<file path="src/rtl/iiwv_pkg.sv">
// ----------------------------------------------------------------------------
// iiwv_pkg: shared types and constants for the integral image block
// Field widths, the back end state type and width helpers used by all modules.
// ----------------------------------------------------------------------------
`timescale 1ns / 1ps

package iiwv_pkg;

    localparam int PIXEL_W       = 8;
    localparam int INTEGRAL_W    = 18;
    localparam int SQUARE_W      = 26;
    localparam int DEVIATION_W   = 17;

    localparam int PIXEL_MAX     = 255;
    localparam int SQUARE_MAX    = 65025;

    localparam logic [DEVIATION_W-1:0] DEVIATION_MAX  = 17'h1FFFF;
    // reported when the window is flat
    localparam logic [DEVIATION_W-1:0] DEVIATION_FLAT = 17'd1;

    typedef enum logic [4:0] {
        B_TAKE = 5'b00001,
        B_MUL  = 5'b00010,
        B_DIFF = 5'b00100,
        B_ROOT = 5'b01000,
        B_OUT  = 5'b10000
    } back_state_t;

    function automatic int sum_width(int count, int peak);
        return $clog2(count * peak + 1);
    endfunction

    function automatic int max_width(int a, int b);
        return (a > b) ? a : b;
    endfunction

    function automatic int integral_width(int w, int h);
        return max_width(INTEGRAL_W, sum_width(w * h, PIXEL_MAX));
    endfunction

    function automatic int square_width(int w, int h);
        return max_width(SQUARE_W, sum_width(w * h, SQUARE_MAX));
    endfunction

    // queue entry: {last, adj_q, adj_s, sii, ii}
    function automatic int entry_width(int w, int h);
        return 1 + 2 * integral_width(w, h) + 2 * square_width(w, h);
    endfunction

endpackage

</file>
<file path="src/rtl/integral_image_window_variance_top.sv">
// ----------------------------------------------------------------------------
// integral_image_window_variance_top: integral image with window deviation
// Each pixel result is registered in the queue, then in the output register.
// The frame's last pixel waits for the root unit, which forms RTW root bits
// (none for a flat window); RTW is half the radicand width (18 for a 24 x 24
// window). Throughput: one pixel per cycle while m_ready is high, with one root
// computation per frame that a 4-entry queue partly hides. Synchronous reset
// (active low) clears positions, sums, queue and control, not the line stores.
// ----------------------------------------------------------------------------
`timescale 1ns / 1ps

module integral_image_window_variance_top #(
    parameter int WINDOW_WIDTH  = 24,
    parameter int WINDOW_HEIGHT = 24
) (
    input  logic                            aclk,
    input  logic                            aresetn,
    input  logic                            s_valid,
    output logic                            s_ready,
    input  logic [iiwv_pkg::PIXEL_W-1:0]     s_pixel,
    output logic                            m_valid,
    input  logic                            m_ready,
    output logic [iiwv_pkg::INTEGRAL_W-1:0]  m_integral,
    output logic [iiwv_pkg::SQUARE_W-1:0]    m_square_integral,
    output logic                            m_deviation_valid,
    output logic [iiwv_pkg::DEVIATION_W-1:0] m_deviation
);
    import iiwv_pkg::*;

    localparam int EW          = entry_width(WINDOW_WIDTH, WINDOW_HEIGHT);
    localparam int QUEUE_DEPTH = 4;

    logic          f_valid, f_ready;
    logic [EW-1:0] f_data;
    logic          b_valid, b_ready;
    logic [EW-1:0] b_data;

    iiwv_front #(
        .WINDOW_WIDTH  (WINDOW_WIDTH),
        .WINDOW_HEIGHT (WINDOW_HEIGHT)
    ) u_front (
        .aclk    (aclk),
        .aresetn (aresetn),
        .s_valid (s_valid),
        .s_ready (s_ready),
        .s_pixel (s_pixel),
        .q_valid (f_valid),
        .q_ready (f_ready),
        .q_data  (f_data)
    );

    iiwv_queue #(
        .WIDTH (EW),
        .DEPTH (QUEUE_DEPTH)
    ) u_queue (
        .aclk      (aclk),
        .aresetn   (aresetn),
        .in_valid  (f_valid),
        .in_ready  (f_ready),
        .in_data   (f_data),
        .out_valid (b_valid),
        .out_ready (b_ready),
        .out_data  (b_data)
    );

    iiwv_back #(
        .WINDOW_WIDTH  (WINDOW_WIDTH),
        .WINDOW_HEIGHT (WINDOW_HEIGHT)
    ) u_back (
        .aclk              (aclk),
        .aresetn           (aresetn),
        .q_valid           (b_valid),
        .q_ready           (b_ready),
        .q_data            (b_data),
        .m_valid           (m_valid),
        .m_ready           (m_ready),
        .m_integral        (m_integral),
        .m_square_integral (m_square_integral),
        .m_deviation_valid (m_deviation_valid),
        .m_deviation       (m_deviation)
    );

endmodule

</file>
<file path="src/rtl/iiwv_queue.sv">
// ----------------------------------------------------------------------------
// iiwv_queue: small synchronous queue
// Register-based queue that decouples the pixel front end from the back end.
// ----------------------------------------------------------------------------
`timescale 1ns / 1ps

module iiwv_queue #(
    parameter int WIDTH = 8,
    parameter int DEPTH = 4
) (
    input  logic             aclk,
    input  logic             aresetn,
    input  logic             in_valid,
    output logic             in_ready,
    input  logic [WIDTH-1:0] in_data,
    output logic             out_valid,
    input  logic             out_ready,
    output logic [WIDTH-1:0] out_data
);
    import iiwv_pkg::*;

    localparam int AW = max_width(1, $clog2(DEPTH));
    localparam int CW = $clog2(DEPTH + 1);
    localparam logic [AW-1:0] PTR_LAST = AW'(DEPTH - 1);
    localparam logic [CW-1:0] COUNT_FULL = CW'(DEPTH);

    logic [WIDTH-1:0] slot_reg [DEPTH];
    logic [AW-1:0]    wr_ptr_reg, rd_ptr_reg;
    logic [CW-1:0]    count_reg, count_next;
    logic             push, pop;

    assign in_ready  = (count_reg != COUNT_FULL);
    assign out_valid = (count_reg != '0);
    assign out_data  = slot_reg[rd_ptr_reg];
    assign push      = in_valid && in_ready;
    assign pop       = out_valid && out_ready;

    always_comb begin
        count_next = count_reg;
        if (push && !pop) begin
            count_next = count_reg + 1'b1;
        end else if (pop && !push) begin
            count_next = count_reg - 1'b1;
        end
    end

    always_ff @(posedge aclk) begin
        if (!aresetn) begin
            wr_ptr_reg <= '0;
            rd_ptr_reg <= '0;
            count_reg  <= '0;
        end else begin
            count_reg <= count_next;
            if (push) begin
                wr_ptr_reg <= (wr_ptr_reg == PTR_LAST) ? '0 : wr_ptr_reg + 1'b1;
            end
            if (pop) begin
                rd_ptr_reg <= (rd_ptr_reg == PTR_LAST) ? '0 : rd_ptr_reg + 1'b1;
            end
        end
    end

    always_ff @(posedge aclk) begin
        if (push) begin
            slot_reg[wr_ptr_reg] <= in_data;
        end
    end

endmodule

</file>
<file path="src/rtl/iiwv_front.sv">
// ----------------------------------------------------------------------------
// iiwv_front: pixel front end
// Tracks the frame position, builds integral and square integral values from
// row sums and line stores, and tags the last pixel with its corner terms.
// ----------------------------------------------------------------------------
`timescale 1ns / 1ps

module iiwv_front #(
    parameter int WINDOW_WIDTH  = 24,
    parameter int WINDOW_HEIGHT = 24
) (
    input  logic                        aclk,
    input  logic                        aresetn,
    input  logic                        s_valid,
    output logic                        s_ready,
    input  logic [iiwv_pkg::PIXEL_W-1:0] s_pixel,
    output logic                        q_valid,
    input  logic                        q_ready,
    output logic [iiwv_pkg::entry_width(WINDOW_WIDTH, WINDOW_HEIGHT)-1:0] q_data
);
    import iiwv_pkg::*;

    localparam int XW  = max_width(1, $clog2(WINDOW_WIDTH));
    localparam int YW  = max_width(1, $clog2(WINDOW_HEIGHT));
    localparam int IW  = integral_width(WINDOW_WIDTH, WINDOW_HEIGHT);
    localparam int QW  = square_width(WINDOW_WIDTH, WINDOW_HEIGHT);
    localparam int RSW = sum_width(WINDOW_WIDTH, PIXEL_MAX);
    localparam int RQW = sum_width(WINDOW_WIDTH, SQUARE_MAX);
    localparam int CSW = max_width(RSW, sum_width(WINDOW_HEIGHT, PIXEL_MAX));
    localparam int CQW = max_width(RQW, sum_width(WINDOW_HEIGHT, SQUARE_MAX));
    localparam logic [XW-1:0] X_LAST = XW'(WINDOW_WIDTH - 1);
    localparam logic [YW-1:0] Y_LAST = YW'(WINDOW_HEIGHT - 1);

    logic [XW-1:0]  x_reg, x_next;
    logic [YW-1:0]  y_reg, y_next;
    logic [RSW-1:0] rs_reg, rs_next;
    logic [RQW-1:0] rq_reg, rq_next;
    logic [CSW-1:0] c0_reg, c1_reg, c2_reg;
    logic [CQW-1:0] cq0_reg, cq1_reg, cq2_reg;
    logic [IW-1:0]  ii_mem [WINDOW_WIDTH];
    logic [QW-1:0]  sq_mem [WINDOW_WIDTH];
    logic [IW-1:0]  rd_ii_reg;
    logic [QW-1:0]  rd_sq_reg;

    logic                accept;
    logic [2*PIXEL_W-1:0] pp;
    logic                x_first, y_first, x_end, y_end;
    logic [IW-1:0]       ii, adj_s;
    logic [QW-1:0]       sii, adj_q;

    assign s_ready = q_ready;
    assign q_valid = s_valid;
    assign accept  = s_valid && s_ready;

    assign pp      = (2*PIXEL_W)'(s_pixel) * (2*PIXEL_W)'(s_pixel);
    assign x_first = (x_reg == '0);
    assign y_first = (y_reg == '0);
    assign x_end   = (x_reg == X_LAST);
    assign y_end   = (y_reg == Y_LAST);

    always_comb begin
        x_next = x_end ? '0 : x_reg + 1'b1;
        y_next = y_reg;
        if (x_end) begin
            y_next = y_end ? '0 : y_reg + 1'b1;
        end
    end

    // a new row restarts the running sums
    assign rs_next = (x_first ? '0 : rs_reg) + RSW'(s_pixel);
    assign rq_next = (x_first ? '0 : rq_reg) + RQW'(pp);

    assign ii  = IW'(rs_next) + (y_first ? '0 : rd_ii_reg);
    assign sii = QW'(rq_next) + (y_first ? '0 : rd_sq_reg);

    // corners are stable by the last pixel; wraps cancel in the back end
    assign adj_s = IW'(c0_reg) - IW'(c1_reg) - IW'(c2_reg);
    assign adj_q = QW'(cq0_reg) - QW'(cq1_reg) - QW'(cq2_reg);

    assign q_data = {x_end && y_end, adj_q, adj_s, sii, ii};

    always_ff @(posedge aclk) begin
        if (!aresetn) begin
            x_reg   <= '0;
            y_reg   <= '0;
            rs_reg  <= '0;
            rq_reg  <= '0;
            c0_reg  <= '0;
            c1_reg  <= '0;
            c2_reg  <= '0;
            cq0_reg <= '0;
            cq1_reg <= '0;
            cq2_reg <= '0;
        end else if (accept) begin
            x_reg  <= x_next;
            y_reg  <= y_next;
            rs_reg <= rs_next;
            rq_reg <= rq_next;
            if (x_first && y_first) begin
                c0_reg  <= CSW'(s_pixel);
                c2_reg  <= CSW'(s_pixel);
                cq0_reg <= CQW'(pp);
                cq2_reg <= CQW'(pp);
            end else if (x_first) begin
                c2_reg  <= c2_reg + CSW'(s_pixel);
                cq2_reg <= cq2_reg + CQW'(pp);
            end
            if (y_first && x_end) begin
                c1_reg  <= CSW'(rs_next);
                cq1_reg <= CQW'(rq_next);
            end
        end
    end

    // line stores: write this column, prefetch the next one
    always_ff @(posedge aclk) begin
        if (accept) begin
            ii_mem[x_reg] <= ii;
            sq_mem[x_reg] <= sii;
            rd_ii_reg     <= ii_mem[x_next];
            rd_sq_reg     <= sq_mem[x_next];
        end
    end

endmodule

</file>
<file path="src/rtl/iiwv_back.sv">
// ----------------------------------------------------------------------------
// iiwv_back: result back end
// Forwards pixel results to the output register and, for the last pixel of a
// frame, forms N*Q - S*S and, if positive, its integer root one root bit a cycle.
// ----------------------------------------------------------------------------
`timescale 1ns / 1ps

module iiwv_back #(
    parameter int WINDOW_WIDTH  = 24,
    parameter int WINDOW_HEIGHT = 24
) (
    input  logic                            aclk,
    input  logic                            aresetn,
    input  logic                            q_valid,
    output logic                            q_ready,
    input  logic [iiwv_pkg::entry_width(WINDOW_WIDTH, WINDOW_HEIGHT)-1:0] q_data,
    output logic                            m_valid,
    input  logic                            m_ready,
    output logic [iiwv_pkg::INTEGRAL_W-1:0]  m_integral,
    output logic [iiwv_pkg::SQUARE_W-1:0]    m_square_integral,
    output logic                            m_deviation_valid,
    output logic [iiwv_pkg::DEVIATION_W-1:0] m_deviation
);
    import iiwv_pkg::*;

    localparam int IW   = integral_width(WINDOW_WIDTH, WINDOW_HEIGHT);
    localparam int QW   = square_width(WINDOW_WIDTH, WINDOW_HEIGHT);
    localparam int N    = (WINDOW_WIDTH - 1) * (WINDOW_HEIGHT - 1);
    localparam int NW   = sum_width(N, 1);
    localparam int SW   = sum_width(N, PIXEL_MAX);
    localparam int QSW  = sum_width(N, SQUARE_MAX);
    localparam int PW   = NW + QSW;
    localparam int SSW  = 2 * SW;
    localparam int DW   = max_width(PW, SSW);
    localparam int RTW  = (DW + 1) / 2;
    localparam int RADW = 2 * RTW;
    localparam int CNTW = max_width(1, $clog2(RTW));
    localparam int RXW  = max_width(RTW, DEVIATION_W);
    localparam logic [NW-1:0] N_CONST = NW'(N);

    back_state_t state_reg, state_next;

    logic                   m_valid_reg;
    logic [INTEGRAL_W-1:0]  m_integral_reg;
    logic [SQUARE_W-1:0]    m_square_reg;
    logic                   m_dev_valid_reg;
    logic [DEVIATION_W-1:0] m_deviation_reg;

    logic [INTEGRAL_W-1:0]  hold_ii_reg;
    logic [SQUARE_W-1:0]    hold_sq_reg;
    logic [SW-1:0]          s_reg;
    logic [QSW-1:0]         q_reg;
    logic [PW-1:0]          nq_reg;
    logic [SSW-1:0]         ss_reg;
    logic [RADW-1:0]        rad_reg;
    logic [RTW+1:0]         rem_reg, rem_next;
    logic [RTW-1:0]         root_reg, root_next;
    logic [CNTW-1:0]        cnt_reg;

    logic [IW-1:0]          e_ii, e_adj_s, sum_s;
    logic [QW-1:0]          e_sii, e_adj_q, sum_q;
    logic                   e_last;
    logic                   out_free, pop, load_pix, load_dev;
    logic [DW-1:0]          nq_x, ss_x, diff;
    logic                   positive;
    logic [RTW+1:0]         rem_sh, trial;
    logic                   take_bit;
    logic [RXW-1:0]         root_x;
    logic [DEVIATION_W-1:0] dev_sat;

    assign e_ii    = q_data[IW-1:0];
    assign e_sii   = q_data[IW+QW-1:IW];
    assign e_adj_s = q_data[2*IW+QW-1:IW+QW];
    assign e_adj_q = q_data[2*IW+2*QW-1:2*IW+QW];
    assign e_last  = q_data[2*IW+2*QW];

    assign out_free = !m_valid_reg || m_ready;
    assign q_ready  = (state_reg == B_TAKE) && out_free;
    assign pop      = q_valid && q_ready;
    assign load_pix = pop && !e_last;
    assign load_dev = (state_reg == B_OUT) && out_free;

    // window sums over the inner rectangle
    assign sum_s = e_ii + e_adj_s;
    assign sum_q = e_sii + e_adj_q;

    assign nq_x     = DW'(nq_reg);
    assign ss_x     = DW'(ss_reg);
    assign positive = nq_x > ss_x;
    assign diff     = nq_x - ss_x;

    // one root bit per cycle, restoring
    assign rem_sh    = {rem_reg[RTW-1:0], rad_reg[RADW-1 -: 2]};
    assign trial     = {root_reg, 2'b01};
    assign take_bit  = rem_sh >= trial;
    assign rem_next  = take_bit ? rem_sh - trial : rem_sh;
    assign root_next = {root_reg[RTW-2:0], take_bit};

    assign root_x  = RXW'(root_reg);
    assign dev_sat = (root_x > RXW'(DEVIATION_MAX)) ? DEVIATION_MAX
                                                     : DEVIATION_W'(root_x);

    always_comb begin
        state_next = state_reg;
        unique case (state_reg)
            B_TAKE: begin
                if (pop && e_last) begin
                    state_next = B_MUL;
                end
            end
            B_MUL: begin
                state_next = B_DIFF;
            end
            B_DIFF: begin
                state_next = positive ? B_ROOT : B_OUT;
            end
            B_ROOT: begin
                if (cnt_reg == '0) begin
                    state_next = B_OUT;
                end
            end
            B_OUT: begin
                if (out_free) begin
                    state_next = B_TAKE;
                end
            end
            default: begin
                state_next = B_TAKE;
            end
        endcase
    end

    always_ff @(posedge aclk) begin
        if (!aresetn) begin
            state_reg   <= B_TAKE;
            m_valid_reg <= 1'b0;
        end else begin
            state_reg <= state_next;
            if (load_pix || load_dev) begin
                m_valid_reg <= 1'b1;
            end else if (m_ready) begin
                m_valid_reg <= 1'b0;
            end
        end
    end

    always_ff @(posedge aclk) begin
        if (load_pix) begin
            m_integral_reg  <= e_ii[INTEGRAL_W-1:0];
            m_square_reg    <= e_sii[SQUARE_W-1:0];
            m_dev_valid_reg <= 1'b0;
            m_deviation_reg <= '0;
        end else if (load_dev) begin
            m_integral_reg  <= hold_ii_reg;
            m_square_reg    <= hold_sq_reg;
            m_dev_valid_reg <= 1'b1;
            m_deviation_reg <= dev_sat;
        end
    end

    always_ff @(posedge aclk) begin
        if (pop && e_last) begin
            hold_ii_reg <= e_ii[INTEGRAL_W-1:0];
            hold_sq_reg <= e_sii[SQUARE_W-1:0];
            s_reg       <= SW'(sum_s);
            q_reg       <= QSW'(sum_q);
        end
        if (state_reg == B_MUL) begin
            nq_reg <= PW'(N_CONST) * PW'(q_reg);
            ss_reg <= SSW'(s_reg) * SSW'(s_reg);
        end
        if (state_reg == B_DIFF) begin
            rad_reg  <= RADW'(diff);
            rem_reg  <= '0;
            root_reg <= positive ? '0 : RTW'(DEVIATION_FLAT);
            cnt_reg  <= CNTW'(RTW - 1);
        end else if (state_reg == B_ROOT) begin
            rad_reg  <= rad_reg << 2;
            rem_reg  <= rem_next;
            root_reg <= root_next;
            cnt_reg  <= cnt_reg - 1'b1;
        end
    end

    assign m_valid           = m_valid_reg;
    assign m_integral        = m_integral_reg;
    assign m_square_integral = m_square_reg;
    assign m_deviation_valid = m_dev_valid_reg;
    assign m_deviation       = m_deviation_reg;

`ifndef SYNTHESIS
    a_dev_nonzero: assert property (@(posedge aclk) disable iff (!aresetn)
        m_valid_reg && m_dev_valid_reg |-> m_deviation_reg != '0)
        else $error("frame result carries zero deviation");

    a_pixel_dev_zero: assert property (@(posedge aclk) disable iff (!aresetn)
        m_valid_reg && !m_dev_valid_reg |-> m_deviation_reg == '0)
        else $error("pixel result carries a deviation");

    a_root_entry: assert property (@(posedge aclk) disable iff (!aresetn)
        state_reg == B_ROOT && $past(state_reg) != B_ROOT
            |-> $past(state_reg) == B_DIFF)
        else $error("root iteration started without a difference");

    a_last_holds_queue: assert property (@(posedge aclk) disable iff (!aresetn)
        pop && e_last |=> !q_ready)
        else $error("queue popped while the frame result is pending");
`endif

endmodule

</file>
<file path="config.mk">
export PLATFORM = sky130hd
export DESIGN_NAME = integral_image_window_variance_top
export DESIGN_NICKNAME = d
export VERILOG_FILES = /design/src/rtl/iiwv_pkg.sv /design/src/rtl/integral_image_window_variance_top.sv /design/src/rtl/iiwv_queue.sv /design/src/rtl/iiwv_front.sv /design/src/rtl/iiwv_back.sv
export SDC_FILE = /design/constraint.sdc
export NUM_CORES = 2
export LEC_CHECK = 0
export BUFFER_PORTS_ARGS = -buffer_cell sky130_fd_sc_hd__buf_2
export CORE_UTILIZATION = 40
export CTS_CLUSTER_SIZE = 40
export DETAILED_ROUTE_END_ITERATION = 10
export GPL_ROUTABILITY_DRIVEN = 0
export HOLD_SLACK_MARGIN = 0.05
export SYNTH_ARGS = -nofsm -noshare
export SYNTH_HDL_FRONTEND = slang
export SYNTH_HIERARCHICAL = 1
export SYNTH_SLANG_ARGS = --single-unit
</file>
<file path="constraint.sdc">
create_clock -name aclk -period 14 [get_ports aclk]
set_clock_uncertainty 0.2 [all_clocks]
set_input_delay 2.8 -clock aclk [delete_from_list [all_inputs] [get_ports aclk]]
set_output_delay 2.8 -clock aclk [all_outputs]
set_load 0.005 [all_outputs]
</file>
==> impl_metrics.toml <==
[sta]
period_share_pct = 82.5
finalSetupViolCount = 0
fin_setup_tns_ps = 0
period_needed_ps = 11550
whs_ps = 251
clock.fmax_mhz = 86.6
slew_headroom_pct = 11.5
final_hold_viol_count = 0
rsz0062_at_grt = "no"
drv_slew = 0
tightest_slew_ps = 1320
fin_ws_ps = 2450

[logic_synthesis]
ys_ff_latch = 1903
synth_top_cell_by_area = "edfxtp_1"
synth_top_family_by_area = "adder cells"
ys_types = 101
synthMostInstantiatedCell = "edfxtp_1"
synth-edff-count = 1713
synth_ff_type = "edfxtp_1"
synth-seq-area-share_pct = 57.8
async_reset_ff_share_pct = 0
syn-num-nets = 7547
muxShareOfSynthArea_pct = 10.0
yosys.area.top_type_share_pct = 53.8
synthAdderAreaFrac_pct = 12.2
yosys.area_share.simple_pct = 7.01
synth_area_mm2 = 0.0956
yosys_warnings = 6
yosys.area_share.xor_xnor_pct = 2.89
synthTopCellsByCount = "edfxtp_1 (1713), inv_1 (649), nand2_1 (600), ha_1 (500), mux4_2 (397)"
synth_compound_area_share_pct = 6.45
syn_avg_cell_area_um2 = 14.1
yosys-top-cells-area = "edfxtp_1 (54%), mux4_2 (9.4%), ha_1 (6.5%), fa_1 (5.7%), dfxtp_1 (4.0%)"
synthCells = 6765

[final_layout]
area_delta_synth_final_pct = 11.9
filler_cell_count = 20905
drive_above_1_share_pct = 14.1
largest_reg_flops = 624
nets = 7677

[clocking]
cts_tree = "built"
holdBufCountCts = 0
clkTransAtPathRegs_ps = 60
cts_num_sinks = 1903
htree_num_levels = 4
ctsResizeCount = 0
max-clock-path-buffers = 3
cts-root-buf = "clkbuf_16"
cts_made_buffers = 198
clk_latency_ps = 870
post-cts-setup-buffers = 0

[setup_path]
critPathSlowestCell = "a31oi_2"
cp_common_cell = "fa_1"
ff2ff_path_depth = 23
cp-end-kind = "flip-flop"
slowest_delay_ps = 970
crit_required_ps = 14270
cp_max_fo = 28
worstSetupPathType = "input pin to flip-flop"
crit_arrival_ps = 11820
critPathLaunchType = "input pin"

[placement]
portBuffers = 75
place.detailed.hpwl_um = 149000
dp_slack_ps = 1660

[routing]
drc = 0
ant_nets = 0
dr.pass1.iters = 5
first_iter_violations = 4381
via_per_inst = 5.41
wl_per_cell_um = 22.8
drt-total-wl_um = 234000
routed-via-count = 55384

[global_routing]
met1_usage_pct = 25.8
grt_pass1_vias = 56105
grt_max_degree = 129
use_met2_pct = 32.3
busiest_layer = "met2"
antenna_found_initial = 13
met3_usage_pct = 3.35
grt_pass1_wl_um = 350000
grt-ovfl-total = 0
gr-usage-all-layers_pct = 19.3

[die]
fp.dieH_um = 491
rows = 179
io_pins = 76
die_w_um = 491
core-area_mm2 = 0.238
dieArea_mm2 = 0.241
start_util_pct = 40.2

[min_path]
hold_class = "flip-flop to flip-flop"
min_path_cells = 2

[run]
timing.max_cap.violations = 0

[outcome]
status = "finished clean"
-- per-layer routing --
layer | up-vias | part of all wire (%)
met5 | - | 0.0056
met4 | 2 | 2.4
met3 | 327 | 6.3
met2 | 1488 | 49
met1 | 28425 | 43
li1 | 25142 | -
-- placed cells by master (no fill, tap or decap), types with 42 or more instances in the layout --
cell type and count:
edfxtp_1 1713, nand3_1 83, buf_2 75, xor2_1 91
nor2_1 290, nor3_1 58, clkbuf_16 200, clkinv_1 43
and2_1 128, dfxtp_1 188, nor2b_1 74, nand2b_1 42
mux2i_1 63, fa_1 270, a21oi_1 295, a211oi_1 46
ha_1 499, nand2_1 599, o21ai_0 252, mux4_2 397
xnor2_1 190, a21o_1 87, buf_4 89, inv_1 647
-- cells by family after synthesis --
logic type | Yosys count
buffers and inverters | 894
muxes | 461
DFF | 1903
xor gates and xnor gates | 314
other | 2
adders and majority gates | 771
and+or+nand+nor | 1450
AOI/OAI and AO/OA | 970
-- cell type report --
cell class / count / area [µm²] / share of cell area [%]
antenna: 5 / 12.5 / 0.0117
clock buffer: 240 / 5170 / 4.84
clock inverter: 129 / 1530 / 1.43
inverter: 653 / 2450 / 2.29
multi-input combinational: 3968 / 37400 / 35.0
sequential: 1903 / 55300 / 51.6
tap: 3167 / 3960 / 3.70
timing repair buffer: 171 / 1160 / 1.08
-- worst max-delay path: cells and delay by family --
family                     cells  cell delay (ps)
adders and majority gates      7             2970
buffers and inverters          3              420
AOI/OAI and AO/OA              9             2880
and+or+nand+nor               10             2730
-- final timing paths --
kind / start / to / slack [ps]
worst max-delay path: s_pixel[5] / u_front/sq_mem[23][21]$_DFFE_PP_ / 2450
worst min-delay path: u_front/rs_reg[6]$_SDFFE_PN0P_ / u_front/rs_reg[6]$_SDFFE_PN0P_ / 250
worst max register to register: u_front/x_reg[0]$_SDFFE_PN0P_ / u_front/sq_mem[23][21]$_DFFE_PP_ / 5950
worst min register to register: u_front/rs_reg[6]$_SDFFE_PN0P_ / u_front/rs_reg[6]$_SDFFE_PN0P_ / 250
-- per-stage QoR --
step	instance area [µm²]	std cells	utilization, %
after global routing	107000	10233	45.0
after detailed placement	100000	9858	42.2
after CTS	107000	10227	45.0
after floorplan	95600	6765	-
after global placement	100000	9858	42.2
final	107000	10236	45.0
Power is not shown: default switching activity piles up to over one toggle a cycle in this logic, so the estimate is an artifact.
